===== src/design/lsfu_pkg.sv =====
`timescale 1ns / 1ps
// ----------------------------------------------------------------------------
// lsfu_pkg
// Shared types, command codes and helpers for the logic/shift flags unit.
// ----------------------------------------------------------------------------
package lsfu_pkg;

  localparam int DataW    = 32;
  localparam int InTdataW  = 80;
  localparam int OutTdataW = 40;

  localparam logic [3:0] CMD_TEST  = 4'd0;
  localparam logic [3:0] CMD_AND   = 4'd1;
  localparam logic [3:0] CMD_OR    = 4'd2;
  localparam logic [3:0] CMD_XOR   = 4'd3;
  localparam logic [3:0] CMD_NOT   = 4'd4;
  localparam logic [3:0] CMD_SAR   = 4'd5;
  localparam logic [3:0] CMD_SHL   = 4'd6;
  localparam logic [3:0] CMD_SHR   = 4'd7;
  localparam logic [3:0] CMD_ROL   = 4'd8;
  localparam logic [3:0] CMD_SETCC = 4'd9;

  localparam logic [1:0] OPW_BYTE  = 2'd0;
  localparam logic [1:0] OPW_WORD  = 2'd1;

  // condition groups, cond_code[3:1]
  localparam logic [2:0] CC_O   = 3'd0;
  localparam logic [2:0] CC_B   = 3'd1;
  localparam logic [2:0] CC_Z   = 3'd2;
  localparam logic [2:0] CC_BE  = 3'd3;
  localparam logic [2:0] CC_S   = 3'd4;
  localparam logic [2:0] CC_P   = 3'd5;
  localparam logic [2:0] CC_L   = 3'd6;

  typedef struct packed {
    logic cf;
    logic of;
    logic zf;
    logic sf;
  } flags_t;

  typedef struct packed {
    logic [3:0]       cond_code;
    logic [1:0]       operand_width;
    logic [DataW-1:0] src_value;
    logic [DataW-1:0] dest_value;
    logic [3:0]       command;
  } item_t;

  function automatic logic [DataW-1:0] width_mask(input logic [1:0] w);
    case (w)
      OPW_BYTE: width_mask = 32'h0000_00ff;
      OPW_WORD: width_mask = 32'h0000_ffff;
      default:  width_mask = 32'hffff_ffff;
    endcase
  endfunction

  function automatic logic msb_of(input logic [DataW-1:0] v, input logic [1:0] w);
    case (w)
      OPW_BYTE: msb_of = v[7];
      OPW_WORD: msb_of = v[15];
      default:  msb_of = v[31];
    endcase
  endfunction

endpackage


===== src/design/x86_logic_shift_flags_unit.sv =====
`timescale 1ns / 1ps
// ----------------------------------------------------------------------------
// x86_logic_shift_flags_unit
// x86 logic/shift/rotate/setcc execute unit keeping CF, OF, ZF and SF.
// ----------------------------------------------------------------------------
// channel   dir  width  word
// s_axis    in   80     command, dest_value, src_value, operand_width, cond_code
// m_axis    out  40     result, write_back, carry_flag, overflow_flag,
//                       zero_flag, sign_flag
//
// Input register, then result register.
// One word per cycle sustained while the output is not stalled; flags update
// as a word moves into the result register, so the next word's setcc sees them.
// Reset clears both valid stages and all flags.
// A stalled output blocks the input only when the input register is full.
// ----------------------------------------------------------------------------
module x86_logic_shift_flags_unit
  import lsfu_pkg::*;
(
  input  logic                 clk,
  input  logic                 rst,
  input  logic                 s_axis_tvalid,
  output logic                 s_axis_tready,
  // command[3:0], dest_value[35:4], src_value[67:36],
  // operand_width[69:68], cond_code[73:70], zero [79:74]
  input  logic [InTdataW-1:0]  s_axis_tdata,
  output logic                 m_axis_tvalid,
  input  logic                 m_axis_tready,
  // result[31:0], write_back[32], carry_flag[33], overflow_flag[34],
  // zero_flag[35], sign_flag[36], zero [39:37]
  output logic [OutTdataW-1:0] m_axis_tdata
);

  logic             in_valid;
  item_t            in_item;
  logic             out_valid;
  logic [DataW-1:0] out_result;
  logic             out_wb;
  flags_t           flags;
  flags_t           flags_next;
  logic [DataW-1:0] exec_result;
  logic             exec_wb;
  logic             advance;

  assign advance       = in_valid && (!out_valid || m_axis_tready);
  assign s_axis_tready = !in_valid || advance;

  lsfu_exec u_exec (
    .item       (in_item),
    .flags      (flags),
    .result     (exec_result),
    .write_back (exec_wb),
    .flags_next (flags_next)
  );

  always_ff @(posedge clk) begin
    if (rst) begin
      in_valid  <= 1'b0;
      out_valid <= 1'b0;
      flags     <= '0;
    end else begin
      if (s_axis_tready) begin
        in_valid <= s_axis_tvalid;
      end
      if (advance) begin
        out_valid <= 1'b1;
        flags     <= flags_next;
      end else if (m_axis_tready) begin
        out_valid <= 1'b0;
      end
    end
  end

  always_ff @(posedge clk) begin
    if (s_axis_tvalid && s_axis_tready) begin
      in_item <= item_t'(s_axis_tdata[$bits(item_t)-1:0]);
    end
    if (advance) begin
      out_result <= exec_result;
      out_wb     <= exec_wb;
    end
  end

  assign m_axis_tvalid = out_valid;
  assign m_axis_tdata  = {3'b000, flags.sf, flags.zf, flags.of, flags.cf,
                          out_wb, out_result};

endmodule


===== src/design/lsfu_exec.sv =====
`timescale 1ns / 1ps
// ----------------------------------------------------------------------------
// lsfu_exec
// Combinational execute: logic ops, shifts, rotate, setcc and flag update.
// ----------------------------------------------------------------------------
module lsfu_exec
  import lsfu_pkg::*;
(
  input  item_t            item,
  input  flags_t           flags,
  output logic [DataW-1:0] result,
  output logic             write_back,
  output flags_t           flags_next
);

  logic [DataW-1:0]   mask;
  logic [DataW-1:0]   d;
  logic [DataW-1:0]   s;
  logic [4:0]         cnt;
  logic [DataW-1:0]   sx;
  logic [DataW-1:0]   sar_res;
  logic [2*DataW-1:0] rep;
  logic [2*DataW-1:0] rol_wide;
  logic [DataW-1:0]   rol_res;
  logic [DataW-1:0]   logic_res;
  logic               cond;

  assign mask = width_mask(item.operand_width);
  assign d    = item.dest_value & mask;
  assign s    = item.src_value & mask;
  assign cnt  = item.src_value[4:0];

  always_comb begin
    case (item.operand_width)
      OPW_BYTE: begin
        sx  = {{24{d[7]}}, d[7:0]};
        rep = {8{d[7:0]}};
      end
      OPW_WORD: begin
        sx  = {{16{d[15]}}, d[15:0]};
        rep = {4{d[15:0]}};
      end
      default: begin
        sx  = d;
        rep = {2{d}};
      end
    endcase
  end

  assign sar_res  = DataW'($signed(sx) >>> cnt) & mask;
  // periodic copy makes the upper half a rotate by count mod width
  assign rol_wide = rep << cnt;
  assign rol_res  = rol_wide[2*DataW-1:DataW] & mask;

  always_comb begin
    case (item.command)
      CMD_AND: logic_res = d & s;
      CMD_OR:  logic_res = d | s;
      default: logic_res = d ^ s;
    endcase
  end

  always_comb begin
    case (item.cond_code[3:1])
      CC_O:    cond = flags.of;
      CC_B:    cond = flags.cf;
      CC_Z:    cond = flags.zf;
      CC_BE:   cond = flags.cf | flags.zf;
      CC_S:    cond = flags.sf;
      CC_P:    cond = 1'b0;
      CC_L:    cond = flags.sf ^ flags.of;
      default: cond = flags.zf | (flags.sf ^ flags.of);
    endcase
    if (item.cond_code[3:1] != CC_P) begin
      cond = cond ^ item.cond_code[0];
    end
  end

  always_comb begin
    result     = '0;
    write_back = 1'b0;
    flags_next = flags;
    case (item.command)
      CMD_TEST: begin
        flags_next.cf = 1'b0;
        flags_next.of = 1'b0;
        flags_next.zf = ((d & s) == '0);
        flags_next.sf = msb_of(d & s, item.operand_width);
      end
      CMD_AND, CMD_OR, CMD_XOR: begin
        result        = logic_res;
        write_back    = 1'b1;
        flags_next.cf = 1'b0;
        flags_next.of = 1'b0;
        flags_next.zf = (logic_res == '0);
        flags_next.sf = msb_of(logic_res, item.operand_width);
      end
      CMD_NOT: begin
        result     = ~d & mask;
        write_back = 1'b1;
      end
      CMD_SAR, CMD_SHL, CMD_SHR: begin
        if (item.command == CMD_SAR) begin
          result = sar_res;
        end else if (item.command == CMD_SHL) begin
          result = (d << cnt) & mask;
        end else begin
          result = d >> cnt;
        end
        write_back    = 1'b1;
        flags_next.zf = (result == '0);
        flags_next.sf = msb_of(result, item.operand_width);
      end
      CMD_ROL: begin
        result     = rol_res;
        write_back = 1'b1;
        if (cnt != 5'd0) begin
          flags_next.cf = rol_res[0];
          if (cnt == 5'd1) begin
            flags_next.of = msb_of(rol_res, item.operand_width) ^ rol_res[0];
          end
        end
      end
      CMD_SETCC: begin
        result     = {{(DataW-1){1'b0}}, cond};
        write_back = 1'b1;
      end
      default: begin
        result = '0;
      end
    endcase
  end

endmodule


===== config.mk =====
export PLATFORM = sky130hd
export DESIGN_NAME = x86_logic_shift_flags_unit
export DESIGN_NICKNAME = d
export VERILOG_FILES = /design/src/design/lsfu_pkg.sv /design/src/design/x86_logic_shift_flags_unit.sv /design/src/design/lsfu_exec.sv
export SDC_FILE = /design/constraint.sdc
export NUM_CORES = 1
export LEC_CHECK = 0
export BUFFER_PORTS_ARGS = -buffer_cell sky130_fd_sc_hd__buf_4
export CORE_MARGIN = 3
export CORE_UTILIZATION = 35
export CTS_BUF_LIST = sky130_fd_sc_hd__clkbuf_4
export CTS_CLUSTER_DIAMETER = 120
export CTS_CLUSTER_SIZE = 10
export DETAILED_ROUTE_END_ITERATION = 8
export PLACE_DENSITY = 0.61
export SKIP_CTS_REPAIR_TIMING = 1
export SLEW_MARGIN = 40
export SYNTH_ARGS = -nofsm -noshare
export SYNTH_HDL_FRONTEND = slang
export SYNTH_SLANG_ARGS = --single-unit

===== constraint.sdc =====
create_clock -name clk -period 5.1 [get_ports clk]
set_clock_uncertainty 0.15 [all_clocks]
set_input_delay 0.255 -clock clk [delete_from_list [all_inputs] [get_ports clk]]
set_output_delay 0.255 -clock clk [all_outputs]
set_load 0.02 [all_outputs]

==> results of run 1 <==
## report_power, final
group / internal [mW] / total (mW) / leakage [nW] / switching, mW
Combinational: 0.625 / 1.68 / 5.68 / 1.05
Clock: 0.264 / 0.710 / 0.153 / 0.445
Sequential: 1.08 / 1.18 / 1.08 / 0.102
## cells by family after synthesis
kind of cell / after synthesis
multiplexers: 242
AND/OR/NAND/NOR: 552
adder cells (fa/ha/maj): 65
AO/OA/AOI/OAI: 577
other: 1
buffers and inverters: 273
flip-flops: 113
XOR/XNOR: 2
## sequential cells by signal (all words and copies together) (netlist names)
signal and count:
in_valid 1, m_axis_tdata 4, m_axis_tvalid 1, out_wb 1
out_result 32, in_item 74
## cell usage in the layout (no fill, tap or decap), drive strengths merged, types with 10 or more instances in the layout
| cell | instances |
|---|---|
| a221oi | 10 |
| clkbuf | 17 |
| o21ai | 134 |
| nor3 | 55 |
| a221o | 11 |
| inv | 81 |
| nand2b | 15 |
| edfxtp | 107 |
| a31oi | 44 |
| nor2 | 166 |
| nand3 | 27 |
| a21oi | 93 |
| mux4 | 68 |
| mux2i | 106 |
| a22oi | 18 |
| o211ai | 30 |
| buf | 199 |
| ha | 65 |
| nand4 | 19 |
| o21a | 18 |
| nor4 | 21 |
| a211o | 10 |
| nor2b | 18 |
| nand2 | 156 |
| a211oi | 18 |
| and2 | 31 |
| o22ai | 49 |
| mux2 | 68 |
| o221ai | 48 |
| dlygate4sd3 | 77 |
## cell type report
class / instances / area [um^2]
Clock inverter: 15 / 160
Inverter: 70 / 263
Tap cell: 577 / 722
Antenna cell: 1 / 2.50
Timing Repair Buffer: 276 / 2370
Multi-Input combinational cell: 1441 / 10800
Sequential cell: 113 / 3330
Clock buffer: 17 / 128
Fill cell: 4228 / 24700
## worst paths after layout
kind	endpoint	slack [ps]	startpoint	depth (start not counted)
hold reg to reg	m_axis_tvalid	370	in_valid	2
hold / removal	in_item[43]	140	s_axis_tdata[43]	2
setup reg to reg	out_result[10]	1020	in_item[37]	9
setup / recovery	out_result[10]	1020	in_item[37]	9
## through the flow
step | instance area, um^2 | cells | total power [mW] | hold WS (ps) | utilization, %
2_1_floorplan | 15300 | 1827 | 2.15 | 174 | -
3_3_place_gp | 16700 | 2395 | 2.74 | 283 | 39.2
3_5_place_dp | 16700 | 2396 | 2.75 | 284 | 39.3
4_1_cts | 17000 | 2428 | 3.48 | -502 | 39.9
5_1_grt | 17800 | 2510 | 3.71 | 83.1 | 41.9
6_report | 17800 | 2510 | 3.57 | 141 | 41.9
## layer usage
| metal | share of wire [%] | vias up | track usage (%) |
|---|---|---|---|
| met3 | 13 | 233 | 10.7 |
| met4 | 4.8 | 0 | 13.3 |
| met5 | 0 | - | 0 |
| met1 | 41 | 8427 | 45.4 |
| met2 | 42 | 1291 | 47.0 |
| li1 | - | 7236 | - |
## worst reg2reg max path, cell delays in order, from the launching register on
cell      delay [ps]
edfxtp_1         610
inv_2            710
buf_4            580
mux2i_1          410
nand2b_1         250
o311ai_0         180
a21o_1           250
o211ai_1         280
nor2_1           110
a211o_1          310
==> summary.txt, run 1 <==
Placed design
  • HPWL after DPL: 58900 um
  • Number of port buffers: 116
  • Dpl ws: between 1000 and 1500 ps
  • Global placement routability congestion: about 1.1

Synth
  • Seq/Total Area, Yosys: a little over a fifth
  • Area contributors post-synth: edfxtp_1 21%, mux4_2 10%, mux2i_1 6.8%, ha_1 5.3%, mux2_2 4.8%
  • Syn_area_per_cell: ~8.4 um^2
  • Top-count cell post-synth: nor2_1
  • Number of synthesized flops with an enable pin: about 110
  • Top_reg_cell synth: edfxtp_1
  • Mux cell area share after synthesis: between 20% and 30%
  • Synth cell count leaders: 166 x nor2_1, 156 x nand2_1, 131 x o21ai_0, 129 x clkbuf_1, 107 x edfxtp_1
  • Share of synthesized registers carrying an async set or reset: 0%
  • Yosys top cell area share: a little over a fifth
  • Synth Cell Area: ~15000 um^2
  • Post-Synthesis Cells: around 1800
  • Synth Warn #: 0
  • Adder-cell share of the synthesized area: under 10%
  • Largest family of logic cells by synthesized area: compound AO/OA/AOI/OAI gates
  • Cell variety after synth: between 90 and 100
  • Seq cells post-synth: approximately 110
  • Compound-Gate Fraction of Synth Area: between 20% and 30%
  • Synth Area in Simple Gates: approximately 17%
  • Synth Area in XOR/XNOR: less than 1%
  • Post-synthesis cell type with the largest combined area: edfxtp_1

Route
  • DRC viols: 0
  • Vias: about 17000
  • Via density: 6.85
  • Mean routed wirelength per cell: between 30 and 40 um
  • 1st-iter DRT viols: ~3000
  • Final wirelength: between 70000 and 80000 um
  • Routed Antenna Nets: 0
  • DRT Pass-1 Iters: 7

GRT
  • Gr usage total: roughly a third
  • Initial antenna violation count: 1
  • Global-route wire length before repair: 112000 um
  • Largest net degree at the start of global routing: 86
  • Remaining global-route overflow: 0
  • Vias in the first global route: roughly 15000

Floorplanning
  • Num rows: 75
  • Die width: between 200 and 250 um
  • Core area: between 40000 and 50000 um^2
  • Die Ht: 215 um
  • Full die area: around 46000 um^2
  • IO Count: 126
  • Starting density of the core: 36.0%

Setup path
  • Worst path cell trace: inv_2, buf_4, mux2i_1, nand2b_1, o311ai_0, a21o_1, o211ai_1, nor2_1, a211o_1
  • CP Buf/Inv Count: 2
  • CP Class: reg2reg
  • CP max stage cell: inv_2
  • CP Capture Type: register
  • Delay-heaviest family, CP: buffers and inverters
  • CP Max Fanout: 36
  • CP max stage delay: approximately 710 ps
  • Crit start category: register
  • Critical Path RT: about 5400 ps
  • Crit path DAT: about 4400 ps

STA
  • Fmax: ~250 MHz
  • Final Setup Violations: 0
  • Min cycle time layout: 4080 ps
  • Final Max Slew Viols: 0
  • Least-Margin Pin Slew: between 900 and 1000 ps
  • Setup WS post-layout: ~1000 ps
  • Final Cycle Share: roughly 80%
  • Final Hold Fails: 0
  • RSZ-0062 raised after global routing: false
  • Post-route setup TNS: 0 ps
  • Relative slew slack: between 30% and 40%

Layout
  • Share of cells above drive strength 1: between 20% and 30%
  • Final #Nets: between 2000 and 2500
  • Area grow syn2layout: 16.5%

Clocking
  • H-tree depth: 4
  • Inserted Clock Buffers: 17
  • Clk pin slew, worst setup/hold paths: about 140 ps
  • Root buf cell: clkbuf_4
  • CTS tree: built
  • Sink Count: between 100 and 150
  • Worst-skew pair later-pin latency: 670 ps
  • Clock buffer depth: 2

Hold path
  • Hold WC Path Type: in2reg

Pwr
  • LEAKAGE: between 6 and 7 nW
  • Peak supply drop: 0.182 mV
  • PD cells: roughly 200 nW/um^2

Flow run
  • Maxcap violations: 0

Outcome
  • Status: completed
(Power assumes the default switching activity.)
==> run 2, diff against run 1 <==
Settings changed: PLACE_DENSITY 0.61 to 0.63.
Clock period 5.1 ns to 3.6 ns, I/O delays scaled along.
==> run 2 against run 1 <==
Sequential cell count unchanged. Die area unchanged. Fmax up 15%. Wire length up 11%. Utilization up 6.7 points. Combinational power up 76%. Sequential share of layout area down 2.6 points. Sequential power up 36%. Register-to-register slack worse by 980 ps. Clock-buffer cell count unchanged. Largest cell class unchanged.
==> summary.txt, run 2 (same netlist as run 1, synthesis figures left out) <==
Outcome
  • Status: completed

Placed design
  • Placed cell areas: between 15000 and 20000 um^2
  • Number of port buffers: 116
  • Global placement routability congestion: between 1 and 1.5
  • HPWL after DPL: a little under 70000 um

GRT
  • Gr usage total: 36.1%
  • Initial antenna violation count: 8
  • Largest net degree at the start of global routing: between 70 and 80
  • Remaining global-route overflow: 0
  • Vias in the first global route: roughly 17000
  • Global-route wire length before repair: roughly 120000 um

Floorplanning
  • Num rows: 75
  • Full die area: ~46000 um^2
  • IO Count: between 100 and 150
  • Core area: 42500 um^2
  • Die Ht: ~220 um
  • Die width: 215 um
  • Starting density of the core: a little over a third

Route
  • 1st-iter DRT viols: 2944
  • DRT Pass-1 Iters: 6
  • Routed Antenna Nets: 0
  • DRC viols: 0
  • Via density: around 6.5
  • Vias: between 15000 and 20000
  • Mean routed wirelength per cell: 31.0 um
  • Final wirelength: approximately 88000 um

Clocking
  • H-tree depth: 4
  • CTS tree: built
  • Inserted Clock Buffers: 17
  • Sink Count: ~110
  • Root buf cell: clkbuf_4
  • Clock buffer depth: 2
  • Worst-skew pair later-pin latency: roughly 700 ps
  • Clk pin slew, worst setup/hold paths: 140 ps

STA
  • Fmax: ~280 MHz
  • Final Cycle Share: a little over nine tenths
  • Final Hold Fails: 0
  • Relative slew slack: approximately 44%
  • Minimum hold slack: roughly 43 ps
  • Least-Margin Pin Slew: 837 ps
  • Min cycle time layout: around 3600 ps
  • RSZ-0062 raised after global routing: true
  • Final Setup Violations: 0
  • Final Max Slew Viols: 0

Layout
  • Commonest non-fill, non-tap cell in the layout: buf_4
  • Final #Nets: approximately 2400
  • Max FFs per register: 74
  • Most flops, register: in_item
  • Final instance area: around 21000 um^2
  • Most frequent cells in the layout: 489 x buf_4, 163 x nor2_1, 156 x nand2_1
  • Area grow syn2layout: 35.0%
  • Share of cells above drive strength 1: between 30% and 40%

Flow run
  • Maxcap violations: 0

Pwr
  • PD cells: approximately 270 nW/um^2
  • LEAKAGE: about 8.6 nW
  • Total chip power: approximately 5.6 mW
  • Peak supply drop: 0.319 mV

Setup path
  • CP Class: reg2reg
  • CP max stage cell: mux4_2
  • Crit path DAT: ~4000 ps
  • Crit start category: register
  • CP max stage delay: ~540 ps
  • Worst path cell trace: buf_8, buf_12, buf_12, buf_6, mux4_2, mux2i_1, o22ai_2, buf_6, a221oi_4, or4b_4, nor4_4, a31o_1
  • Critical Path RT: a little over 4000 ps
  • CP Capture Type: register
  • CP Max Fanout: 7

Hold path
  • Hold WC Path Type: in2reg
run 2: changes by cell type in the layout (fill, tap and decap cells not counted), sizes merged, moves of 3 or more:
| cell | previous run | this run |
|---|---|---|
| inv | 81 | 77 |
| buf | 199 | 519 |
| clkinv | 1 | 5 |
| diode | 1 | 4 |
run 2: area by class of cell:
| type | count | area, um^2 |
|---|---|---|
| clock buffer | 17 | 128 |
| sequential | 113 | 3330 |
| multi-input combinational | 1441 | 11000 |
| inverter | 70 | 263 |
| timing repair buffer | 598 | 5020 |
| fill | 4109 | 21900 |
| clock inverter | 15 | 173 |
| tap | 577 | 722 |
| antenna | 4 | 10.0 |
run 2: routing by layer:
layer | GRT usage (%) | wire length [um]
met2 | 51.8 | 36400
met5 | 0 | 38
met4 | 14.0 | 4220
met3 | 11.1 | 11600
met1 | 50.6 | 35600
run 2: path summary, 6_finish.rpt:
path                                        from          endpoint  slack, ps  cells after the start
worst min register to register          in_valid     m_axis_tvalid        380                      2
worst max register to register       in_item[36]  m_axis_tdata[35]         40                     12
worst min-delay path            s_axis_tdata[40]       in_item[40]         40                      2
worst max-delay path                 in_item[36]  m_axis_tdata[35]         40                     12
run 2: where the power goes:
part           leakage, nW  internal, mW  switching (mW)
Sequential            1.08          1.53          0.0725
Combinational         7.33          1.23            1.73
Clock                0.159         0.432           0.618
Total                 8.58          3.19            2.42
run 2: stage by stage:
stage	utilization (%)	setup TNS [ps]	std cells	worst slack (ps)
global route	48.5	-23.8	2832	-23.8
finish	48.6	0	2835	38.9
detailed placement	45.3	-46.9	2714	-46.9
CTS	46.0	-75.6	2746	-75.6
global placement	45.3	0	2714	11.3
floorplan	-	0	1827	81.4
run 2: worst max-delay path: cells and delay by family (launching register included):
kind / cells / cell delay, ps
compound gates: 3 / 700
flops: 1 / 370
buf+inv: 5 / 710
simple gates: 2 / 840
mux: 2 / 740
==> run 3, diff against run 2 <==
Settings changed: PLACE_DENSITY 0.63 to 0.61.
Clock period 3.6 ns to 3.5 ns, I/O delays scaled along.
==> run 3 against run 2 <==
The flow now finishes with violations (setup timing). Worst setup slack got worse by 51 ps. Register-to-register slack worse by 50 ps. Utilization is 0.60 points lower. Final cell count fell by 0.95%. Sequential power grew 4%.
==> summary.txt, run 3 (same netlist as run 1, synthesis figures left out) <==
STA
  • Setup WS post-layout: -12.2 ps
  • Fmax: approximately 280 MHz
  • Minimum hold slack: roughly 53 ps
  • Min cycle time layout: about 3500 ps
  • Final Hold Fails: 0
  • Final Cycle Share: 100%
  • Final Max Slew Viols: 0
  • RSZ-0062 raised after global routing: true
  • Final Setup Violations: 1
  • Least-Margin Pin Slew: 920 ps
  • Relative slew slack: 38.4%

Layout
  • Final #Nets: about 2400
  • Share of cells above drive strength 1: between 30% and 40%
  • Area occupied by multi-input gates: 10900 um^2
  • Max FFs per register: 74
  • Most frequent cells in the layout: 464 x buf_4, 163 x nor2_1, 156 x nand2_1
  • Final instance area: 20400 um^2
  • Area grow syn2layout: 33.4%
  • Storage element area: roughly 3300 um^2
  • FILL cells: 4116
  • Commonest non-fill, non-tap cell in the layout: buf_4
  • Post-layout util: 48.0%
  • Most flops, register: in_item

Pwr
  • Internal: roughly 3.2 mW
  • Net Sw Frac: a little over two fifths
  • PD cells: 279 nW/um^2
  • Total chip power: ~5.7 mW
  • Flop pwr share: 29.1%
  • Sw Pwr: between 2 and 2.5 mW
  • LEAKAGE: approximately 8.4 nW
  • Clock network fraction of design power: between 10% and 20%
  • Logic pwr share: 52.9%
  • Peak supply drop: between 0.4 and 0.5 mV

GRT
  • Vias in the first global route: 16903
  • Global-route wire length before repair: 121000 um
  • Gr usage total: 35.8%
  • Remaining global-route overflow: 0
  • Largest net degree at the start of global routing: 52
  • Initial antenna violation count: 7

Setup path
  • Crit path DAT: ~4000 ps
  • CP Capture Type: register
  • CP Class: reg2reg
  • Crit start category: register
  • CP Max Fanout: 21
  • Critical Path RT: between 3000 and 4000 ps
  • Setup slack, reg-to-reg: -10 ps

Floorplanning
  • Core area: ~43000 um^2
  • Die Ht: 215 um
  • Die width: around 220 um
  • Starting density of the core: between 30% and 40%
  • Num rows: 75
  • Full die area: 46200 um^2
  • IO Count: 126

Clocking
  • CTS tree: built
  • Root buf cell: clkbuf_4
  • Sink Count: between 100 and 150
  • Worst-skew pair later-pin latency: approximately 670 ps
  • Inserted Clock Buffers: 17
  • Clk pin slew, worst setup/hold paths: around 140 ps
  • H-tree depth: 4
  • Clock buffer depth: 2

Placed design
  • Number of port buffers: around 120
  • HPWL after DPL: around 70000 um
  • Dpl ws: -71.5 ps
  • Placed cell areas: about 19000 um^2
  • Global placement routability congestion: between 1 and 1.5

Flow run
  • Maxcap violations: 0

Outcome
  • Failing checks: setup timing
  • Status: finished, violations left

Route
  • Mean routed wirelength per cell: ~31 um
  • DRT Pass-1 Iters: 9
  • 1st-iter DRT viols: between 2000 and 3000
  • DRC viols: 0
  • Via density: roughly 6.5
  • Routed Antenna Nets: 0
  • Vias: approximately 18000
  • Final wirelength: 87000 um

Hold path
  • Hold WC Path Type: in2reg
## run 3: changes by cell type in the layout (fill, tap and decap cells not counted), sizes merged
cell / delta
bufinv: -1
buf: -24
diode: -2
clkinv: -1
clkbuf: -1
clkinvlp: +2
## run 3: cell type report
cell class / count / area share [%]
antenna: 2 / 0.0245
clock buffer: 17 / 0.626
clock inverter: 15 / 0.730
inverter: 70 / 1.29
multi-input combinational: 1441 / 53.5
sequential: 113 / 16.3
tap: 577 / 3.54
timing repair buffer: 573 / 24.0
## run 3: power by group through the flow
stage	combinational (mW)	clock, mW	sequential (mW)
5_1_grt	3.12	1.11	1.66
3_3_place_gp	2.77	0	1.68
3_5_place_dp	2.78	0	1.69
2_1_floorplan	1.45	0	1.68
6_report	3.01	1.02	1.66
4_1_cts	2.79	1.05	1.65
## run 3: worst paths after layout
path                         start                to  cells after the start
hold / removal    s_axis_tdata[73]       in_item[73]                      2
hold reg to reg   m_axis_tdata[34]  m_axis_tdata[34]                      2
setup reg to reg       in_item[69]  m_axis_tdata[35]                     14
setup / recovery       in_item[69]  m_axis_tdata[35]                     14
## run 3: worst max-delay path: stages, from the launching register on
cell	delay (ps)
edfxtp_1	430
buf_12	180
buf_12	170
o21ai_0	410
buf_4	200
inv_1	40
ha_1	230
nor4_2	350
buf_4	170
nand4_1	120
nor4_1	380
a211oi_1	180
buf_4	190
nor2_2	150
a31o_1	120
## run 3: routing by layer
layer / track usage (%) / wire, um
met3: 10.7 / 10400
met5: 0 / 42
met4: 14.5 / 4090
met2: 50.7 / 35900
met1: 50.9 / 36500
## run 3: metrics by stage
step	setup TNS [ps]	cells
floorplan	0	1827
global placement	-86.5	2693
detailed placement	-71.5	2693
CTS	-83.2	2725
global route	-96.7	2808
finish	-12.2	2808
